File: src/hw/rtl/bmg_pkg.sv
// Package: constants, payload types and split-multiply helpers of the Box-Muller unit.
package bmg_pkg;

    localparam int IN_BITS       = 32;
    localparam int OUT_FRAC_BITS = 28;
    localparam int OUT_SHIFT     = 92 - OUT_FRAC_BITS;

    localparam int LOG_ITERS     = 56;
    localparam int SQRT_ITERS    = 36;
    localparam int TAYLOR_TERMS  = 6;
    localparam int RAD_W         = 35;

    // stage counts of the two paths; the angle path is delayed to meet the radius
    localparam int RAD_LAT    = 1 + 2 * LOG_ITERS + 1 + 2 + SQRT_ITERS;
    localparam int TRIG_LAT   = 1 + 2 + 2 + 5 * TAYLOR_TERMS + 1;
    localparam int TRIG_DELAY = RAD_LAT - TRIG_LAT;
    localparam int SCALE_LAT  = 2;
    localparam int PIPE_LAT   = RAD_LAT + SCALE_LAT;

    localparam logic [63:0] TWO_LN2_Q62 = 64'h58B9_0BFB_E8E7_BCD6;
    localparam logic [63:0] PI_Q60      = 64'h3243_F6A8_885A_308D;
    localparam logic [60:0] ONE_Q60     = 61'h1 << 60;
    localparam logic [64:0] TWO_POW64   = 65'h1 << 64;

    typedef logic [7:0] t_div;

    localparam t_div DIV_SIN [TAYLOR_TERMS] = '{8'd6, 8'd20, 8'd42, 8'd72, 8'd110, 8'd156};
    localparam t_div DIV_COS [TAYLOR_TERMS] = '{8'd2, 8'd12, 8'd30, 8'd56, 8'd90, 8'd132};

    // floor(2^64 / d): quotient estimate is low by at most one
    localparam logic [63:0] REC_SIN [TAYLOR_TERMS] = '{
        64'(TWO_POW64 / 6),  64'(TWO_POW64 / 20),  64'(TWO_POW64 / 42),
        64'(TWO_POW64 / 72), 64'(TWO_POW64 / 110), 64'(TWO_POW64 / 156)};
    localparam logic [63:0] REC_COS [TAYLOR_TERMS] = '{
        64'(TWO_POW64 / 2),  64'(TWO_POW64 / 12),  64'(TWO_POW64 / 30),
        64'(TWO_POW64 / 56), 64'(TWO_POW64 / 90),  64'(TWO_POW64 / 132)};

    typedef struct packed {
        logic [31:0] u_first;
        logic [31:0] u_second;
    } t_in;

    typedef struct packed {
        logic signed [31:0] normal_cos;
        logic signed [31:0] normal_sin;
    } t_out;

    typedef struct packed {
        logic        cneg;
        logic [60:0] cv;
        logic        sneg;
        logic [60:0] sv;
    } t_trig;

    // four 32x32 partial products of a 64x64 multiply
    typedef struct packed {
        logic [63:0] p00;
        logic [63:0] p01;
        logic [63:0] p10;
        logic [63:0] p11;
    } t_pp;

    function automatic t_pp pp_split(input logic [63:0] a, input logic [63:0] b);
        t_pp r;
        r.p00 = 64'(a[31:0])  * 64'(b[31:0]);
        r.p01 = 64'(a[31:0])  * 64'(b[63:32]);
        r.p10 = 64'(a[63:32]) * 64'(b[31:0]);
        r.p11 = 64'(a[63:32]) * 64'(b[63:32]);
        return r;
    endfunction

    function automatic logic [127:0] pp_sum(input t_pp p);
        return {p.p11, 64'b0} + {32'b0, p.p01, 32'b0} + {32'b0, p.p10, 32'b0}
            + {64'b0, p.p00};
    endfunction

    // product shifted right, rounded half up, low 64 bits
    function automatic logic [63:0] pp_round(input t_pp p, input int unsigned sh);
        logic [127:0] v;
        v = pp_sum(p) + (128'd1 << (sh - 1));
        return 64'(v >> sh);
    endfunction

endpackage

File: src/hw/rtl/bmg_outbuf.sv
// Two-entry output buffer that decouples the pipeline from receiver stalls.
module bmg_outbuf
    import bmg_pkg::*;
(
    input  logic i_clk,
    input  logic i_rst_n,
    input  logic i_push,
    input  t_out i_res,
    output logic o_room,
    output logic o_out_valid,
    input  logic i_out_stall,
    output t_out o_out_data
);

    t_out       r_mem [2];
    logic       r_wp, r_rp;
    logic [1:0] r_cnt, n_cnt;
    logic       pop;

    assign pop         = (r_cnt != 2'd0) && !i_out_stall;
    assign o_room      = (r_cnt != 2'd2) || pop;
    assign o_out_valid = (r_cnt != 2'd0);
    assign o_out_data  = r_mem[r_rp];

    always_comb n_cnt = r_cnt + {1'b0, i_push} - {1'b0, pop};

    always_ff @(posedge i_clk) begin
        if (!i_rst_n) begin
            r_cnt <= 2'd0;
            r_wp  <= 1'b0;
            r_rp  <= 1'b0;
        end else begin
            r_cnt <= n_cnt;
            if (i_push) r_wp <= !r_wp;
            if (pop) r_rp <= !r_rp;
        end
    end

    always_ff @(posedge i_clk) begin
        if (i_push) r_mem[r_wp] <= i_res;
    end

endmodule

File: config.mk
export PLATFORM = sky130hd
export DESIGN_NAME = bmg_outbuf
export DESIGN_NICKNAME = d
export VERILOG_FILES = /design/src/hw/rtl/bmg_pkg.sv /design/src/hw/rtl/bmg_outbuf.sv
export SDC_FILE = /design/constraint.sdc
export NUM_CORES = 1
export LEC_CHECK = 0
export ABC_AREA = 1
export BUFFER_PORTS_ARGS = -buffer_cell sky130_fd_sc_hd__buf_2
export CORE_MARGIN = 2
export CORE_UTILIZATION = 56
export CTS_CLUSTER_DIAMETER = 30
export DETAILED_ROUTE_END_ITERATION = 16
export PLACE_DENSITY_LB_ADDON = 0.25
export SLEW_MARGIN = 20
export SYNTH_ARGS = -nofsm -noshare
export SYNTH_HDL_FRONTEND = slang
export SYNTH_SLANG_ARGS = --single-unit
File: constraint.sdc
create_clock -name i_clk -period 8.8 [get_ports i_clk]
set_input_delay 1.76 -clock i_clk [delete_from_list [all_inputs] [get_ports i_clk]]
set_output_delay 1.76 -clock i_clk [all_outputs]
set_load 0.01 [all_outputs]
### Word-level counts from Yosys, hierarchy flattened

Memories as Yosys holds them, arrays and structs flattened. A register that Yosys moved wholly into a read port is not among the register bits.
Index checks and enable logic that the tools add are counted.

| storage, ports and cells | value |
|---|---|
| memory bits (writable) | 128 |
| flip-flop bits (word level) | 4 |
| word-level logic and storage cells | 17 |
| input bits | 68 |
| memories | 1 |
| output and inout bits | 66 |

| cells by class | value |
|---|---|
| add/sub/neg operators | 2 |
| reduce and logical (&&, ||, !) cells | 6 |
| equality and inequality tests | 1 |
| muxes and demuxes | 4 |

Memory list:

| memory | words | bits a word | rd ports | clocked after memory_dff | write ports | line | source |
|---|---|---|---|---|---|---|---|
| r_mem | 2 | 64 | 1 | 1 | 1 | bmg_outbuf.sv:15 | `t_out r_mem [2];` |

Operator list:

| operator | number |
|---|---|
| $mux W1 | 4 |
| $logic_not A1 Y1 | 3 |
| $add A2 B1 Y2 | 1 |
| $ne A2 B2 Y1 const B | 1 |
| $reduce_bool A2 Y1 | 1 |
| $sub A2 B1 Y2 | 1 |
| $logic_and A1 B1 Y1 | 1 |
| $logic_or A1 B1 Y1 | 1 |

### Longest topological paths before layout

Gate-level depths: netlist (run 1).

| logic depth | value |
|---|---|
| word-level depth | 4 |
| depth in mapped cells | 10 |
| gate-level depth less buffers | 10 |

### Worst setup path after synthesis (run 1)

No wires, ideal clock.

| timing path | value |
|---|---|
| kind | input -> register |
| from | input i_push |
| to | memory r_mem[0][0] (netlist name) (enable) |
| data arrival time | 4484 ps |
| library setup time | 488 ps |
| setup slack | 3828 ps |
| stages | 2 |
| cell sequence | inv_1 -> nor2_1 |

| on the way | value |
|---|---|
| longest elaborated chain between the ends | 2 |

RTL lines:

| element | line | source |
|---|---|---|
| start: declaration | bmg_outbuf.sv:7 | `input logic i_push,` |
| $mux W1 | bmg_outbuf.sv:40 | `if (i_push) r_mem[r_wp] <= i_res;` |
| $mux W1 (not written as such) | bmg_outbuf.sv:40 |  |
| end: declaration | bmg_outbuf.sv:15 |  |

No other way between the ends.

==> flow_summary.yaml, run 1 <==
layout:
  design_area_mm2: 0.00646
  antenna_cells: 0
  areaGrowthSynthToFinish_pct: 25.2
  drive_gt1_frac: 0.591
  nets: 453
global_routing:
  grt_max_degree: 47
  track_usage: 0.171
  grt_pass1_vias: 2603
  grt-ovfl-total: 0
  grt_pass1_wl_um: 12600
  antenna_found_initial: 0
yosys:
  synth_cells: 235
  synth_simple_gate_area_frac: 0.0153
  yosysWarnings: 0
  ys_seq_area_frac: 0.764
  synth-xor-area-share: 0
  synth_nets: 305
  synthMuxAreaShare: 0.183
  avgSynthCellArea_um2: 22.0
  ys_top_cells_by_count: "edfxtp_1 (128), mux2_4 (60), nor2_1 (9)"
  synth_edf_count: 128
  synth_area_mm2: 0.00516
  synthAdderAreaFrac: 0.00485
  ys_async_sr_fraction: 0
  synth.top_cell.area_share: 0.745
  synth_compound_gate_area_share: 0.000970
  synth_top_area_cell: "edfxtp_1"
  synth_ff_type: "edfxtp_1"
  yosysMostFrequentCell: "edfxtp_1"
  synthDistinctLibCells: 12
  synthTopCellsByArea: "edfxtp_1 (74%), mux2_4 (17%), buf_12 (2.3%), dfxtp_1 (1.9%), mux2_2 (0.87%)"
  synth_top_family_by_area: "multiplexers"
  ys_seq_elements: 133
setup_path:
  crit_family: "buffers and inverters"
  path_cells: "buf_4 > mux2_2 > buf_2"
  critPathKind: "flop to primary output"
  crit_arrival_ns: 2.40
  cp_num_buf_inv: 2
  crit_required_ns: 7.04
  critPathMaxStageDelay_ns: 0.68
  reg2reg_to: "r_mem[0][25]"
  startpoint_type: "flop"
  crit_path_end_kind: "primary output"
  ff2ff_setup_slack_ns: 6.84
  reg2reg_depth: 2
  r2r-start: "r_wp"
  crit_slowest_cell: "buf_4"
  path_max_fanout: 40
drt:
  first_pass_iters: 4
  antenna_left: 0
  drtIter0Drc: 86
  drc: 0
  viasPerCell: 4.98
  routed_wl_um: 8370
  avgRoutedWirePerCell_um: 16.5
  routed-via-count: 2527
clock_tree:
  clk_latency_ns: 0.50
  numCtsBuffers: 17
  htreeDepth: 4
  cts_tree: "yes"
  cts_buffer_depth: 2
  cts_setup_buffers: 0
  cts_root_buf: "clkbuf_8"
  cts_hold_buf: 0
  cts_resized: 0
  path_clk_slew_ns: 0.06
  cts.sinks: 133
sta:
  tns_ns: 0
  hold_viol_final: 0
  fin_crit_sh: 0.473
  grt_setup_unrepaired: "false"
  worst_slew_pin_slew_ns: 0.838
  setup_viol: 0
  fin_skew_ns: 0.00830
  max_freq_mhz: 240
  drv_slew: 0
  relSlewSlack: 0.440
  finalCriticalPeriod_ns: 4.16
placement:
  place_area_mm2: 0.00587
  dp_hpwl_um: 5180
  port_buffers: 133
  place.gp.congestion: 0.757
hold_path:
  worstHoldPathCells: 2
  hp-start: "r_rp"
  hold_path_class: "flop to flop"
outcome:
  status: "finished clean"
floorplan:
  floorplan.die.height_um: 100
  core_area_mm2: 0.00911
  die_x_um: 100
  dieArea_mm2: 0.0100
  rows: 35
  initial_core_util: 0.566
  ios: 134
power:
  p_leak_nw: 2.61
  vdd_drop_max_uv: 159
  power_per_cell_area_mw_per_mm2: 274
flow_run:
  drv_cap: 0
sequential cells by signal (all words and copies together) (netlist names), named ones only:
name	count
r_rp	1
r_mem	128
r_wp	1
r_cnt	2
cell families (layout without fill, tap and decap cells):
logic type / count (synthesis) / count (layout)
DFF: 133 / 133
AOI/OAI and AO/OA: 1 / 1
and+or+nand+nor: 20 / 20
adders and majority gates: 2 / 2
buffers and inverters: 15 / 176
muxes: 64 / 64
layer usage:
metal / vias to the layer above / share of wire / global-route usage
met1: 1228 / 0.42 / 0.201
met5: - / 0 / 0
met2: 88 / 0.51 / 0.284
met3: 6 / 0.064 / 0.0613
met4: 0 / 0.0092 / 0.0759
li1: 1205 / - / -
stage by stage:
stage / util / setup WS, ns / std cells / hold WS, ns / total power, mW
4_1_cts: 0.709 / 4.57 / 507 / 0.515 / 1.79
3_5_place_dp: 0.644 / 4.95 / 475 / 0.501 / 1.10
2_1_floorplan: - / 3.83 / 235 / 0.467 / 1.02
5_1_grt: 0.709 / 4.49 / 507 / 0.542 / 1.85
6_report: 0.709 / 4.64 / 507 / 0.511 / 1.77
3_3_place_gp: 0.644 / 4.98 / 475 / 0.488 / 1.09
worst reg2reg max path: stages (launching register included):
cell and delay, ns:
dfxtp_1 0.34, nor2_4 0.67, buf_4 0.57
worst max-delay path by stage:
stage                start              to  slack [ns]  depth (start not counted)
2_1_floorplan       i_push     r_mem[0][0]        3.83                          2
3_3_place_gp   i_out_stall          o_room        4.98                          3
3_5_place_dp   i_out_stall          o_room        4.95                          3
4_1_cts               flop  o_out_data[63]        4.57                          3
5_1_grt               flop  o_out_data[63]        4.49                          3
6_report              flop  o_out_data[63]        4.64                          3
area by class of cell:
type	instances	area, µm²
Clock buffer	17	414
Clock inverter	15	178
Fill cell	585	2650
Inverter	8	30.0
Multi-Input combinational cell	87	1060
Sequential cell	133	3950
Tap cell	111	139
Timing Repair Buffer	136	688
report_power, final:
group,total [mW],internal (mW),switching (mW)
Sequential,0.768,0.739,0.0296
Combinational,0.312,0.171,0.141
Clock,0.692,0.433,0.259
Total,1.77,1.34,0.430
cells in the final DEF, fill, tap and decap left out, drive strengths merged:
master / count
a21oi: 1
buf: 136
bufinv: 3
clkbuf: 17
clkinv: 5
clkinvlp: 4
dfxtp: 5
edfxtp: 128
ha: 2
inv: 11
mux2: 64
nand2: 8
nand3: 3
nor2: 9
Power figures use the tool's default switching activity.
==> run 2: changes to the inputs <==
Settings changed: CORE_UTILIZATION 56 to 47.
Clock period 8.8 ns to 3.7 ns, I/O delays scaled along.
==> run 2 against run 1 <==
  * Worst hold slack worse by 0.097 ns
  * Critical path depth stayed put
  * Combinational power is 140% higher
  * Highest routed layer unchanged
  * Register-to-register slack worse by 4.8 ns
  * Final area is 0.12% lower
  * Critical endpoint is now o_out_data[1]
  * Wire length is 0.55% higher
  * Power is 130% higher
  * Flip-flop and latch count stayed put
==> flow_summary.yaml, run 2 (synthesized netlist as in run 1, its figures left out) <==
outcome:
  status: "finished clean"
setup_path:
  crit_required_ns: 2.96
  r2r-start: "r_wp"
  critPathKind: "flop to primary output"
  crit_slowest_cell: "dfxtp_4"
  path_cells: "buf_12 > mux2_2 > buf_2"
  startpoint_type: "flop"
  critPathMaxStageDelay_ns: 0.74
  path_max_fanout: 33
  crit_arrival_ns: 2.13
  crit_path_end_kind: "primary output"
  reg2reg_depth: 3
  reg2reg_to: "r_mem[1][27]"
  ff2ff_setup_slack_ns: 2.06
clock_tree:
  htreeDepth: 4
  cts_hold_buf: 0
  cts_tree: "yes"
  clk_latency_ns: 0.51
  numCtsBuffers: 17
  cts_setup_buffers: 0
  cts_buffer_depth: 2
  cts_resized: 0
  cts_root_buf: "clkbuf_8"
  cts.sinks: 133
  path_clk_slew_ns: 0.05
layout:
  fin_util: 0.598
  drive_gt1_frac: 0.584
  regMostFlops: "r_mem"
  areaGrowthSynthToFinish_pct: 25.0
  nets: 454
  antenna_cells: 0
  final_cell_mix: "buf_2 (133), edfxtp_1 (128), mux2_4 (60)"
  top_regs: "r_mem (128), r_cnt (2)"
  largest_reg_flops: 128
  layout_commonest_cell: "buf_2"
power:
  power_per_cell_area_mw_per_mm2: 625
  p_leak_nw: 2.60
  power_mw: 4.03
  vdd_drop_max_uv: 344
drt:
  avgRoutedWirePerCell_um: 15.7
  first_pass_iters: 4
  drc: 0
  routed-via-count: 2569
  drtIter0Drc: 143
  routed_wl_um: 8410
  antenna_left: 0
  viasPerCell: 4.78
placement:
  place.gp.congestion: 0.728
  port_buffers: 133
  post-place-ws_ns: 1.34
  dp_hpwl_um: 5530
global_routing:
  grt_max_degree: 37
  antenna_found_initial: 0
  track_usage: 0.148
  grt_pass1_vias: 2647
  grt_pass1_wl_um: 12600
  grt-ovfl-total: 0
sta:
  fin_skew_ns: 0.00426
  worst_slew_pin_slew_ns: 0.660
  setup_viol: 0
  hold_viol_final: 0
  finalCriticalPeriod_ns: 2.87
  hold_ws_ns: 0.414
  relSlewSlack: 0.559
  max_freq_mhz: 348
  tns_ns: 0
  grt_setup_unrepaired: "false"
  worst_slack_ns: 0.826
  fin_crit_sh: 0.777
  drv_slew: 0
hold_path:
  hold_end: "r_mem[0][35]"
  hold_path_class: "input port to flop"
  worstHoldPathCells: 1
  hp-start: "i_res[35]"
floorplan:
  dieArea_mm2: 0.0118
  core_area_mm2: 0.0108
  die_x_um: 109
  initial_core_util: 0.478
  rows: 38
  ios: 134
  floorplan.die.height_um: 109
flow_run:
  drv_cap: 0
==> run 2: cell types whose count changed in the layout (fill, tap and decap cells not counted), sizes merged <==
cell      before  now
clkbuf        17   21
clkinv         5    9
clkinvlp       4    1
inv           11    8
bufinv         3    1
buf          136  137
==> run 2: layout make-up <==
cell class / count / area, µm²
Clock buffer: 21 / 429
Clock inverter: 11 / 86.3
Fill cell: 821 / 4340
Inverter: 8 / 30.0
Multi-Input combinational cell: 87 / 1060
Sequential cell: 133 / 3950
Tap cell: 140 / 175
Timing Repair Buffer: 137 / 721
==> run 2: worst max-delay path: cells and delay by family, from the launching register on <==
family	cells	cell delay, ns
buffers and inverters	2	0.48
flip-flops	1	0.74
multiplexers	1	0.37
==> run 2: metal layers <==
metal / vias up / track usage / wire [µm]
li1: 1209 / - / -
met1: 1272 / 0.154 / 3220
met2: 76 / 0.258 / 4590
met3: 12 / 0.0658 / 460
met4: 0 / 0.0678 / 149
met5: - / 0 / 0
==> run 2: how the worst max path moves through the flow <==
stage                start             end  slack, ns  cells past startpoint
floorplan           i_push     r_mem[0][0]       0.86                      2
CTS                   flop   o_out_data[1]       0.78                      3
global route          flop   o_out_data[1]       0.71                      3
finish                flop   o_out_data[1]       0.83                      3
global placement      flop  o_out_data[63]       1.34                      3
detailed placement    flop   o_out_data[1]       1.34                      3
==> run 2: metrics by stage <==
| step | area, µm² | std cells |
|---|---|---|
| after CTS | 6450 | 537 |
| after floorplan | 5160 | 235 |
| after global routing | 6450 | 537 |
| final | 6450 | 537 |
| after detailed placement | 5940 | 505 |
| after global placement | 5940 | 505 |
==> run 2: where the power goes <==
part	total [mW]	switching [mW]	internal, mW	leakage, nW
combinational	0.746	0.330	0.416	1.10
clock	1.44	0.564	0.879	0.259
sequential	1.84	0.0839	1.76	1.24
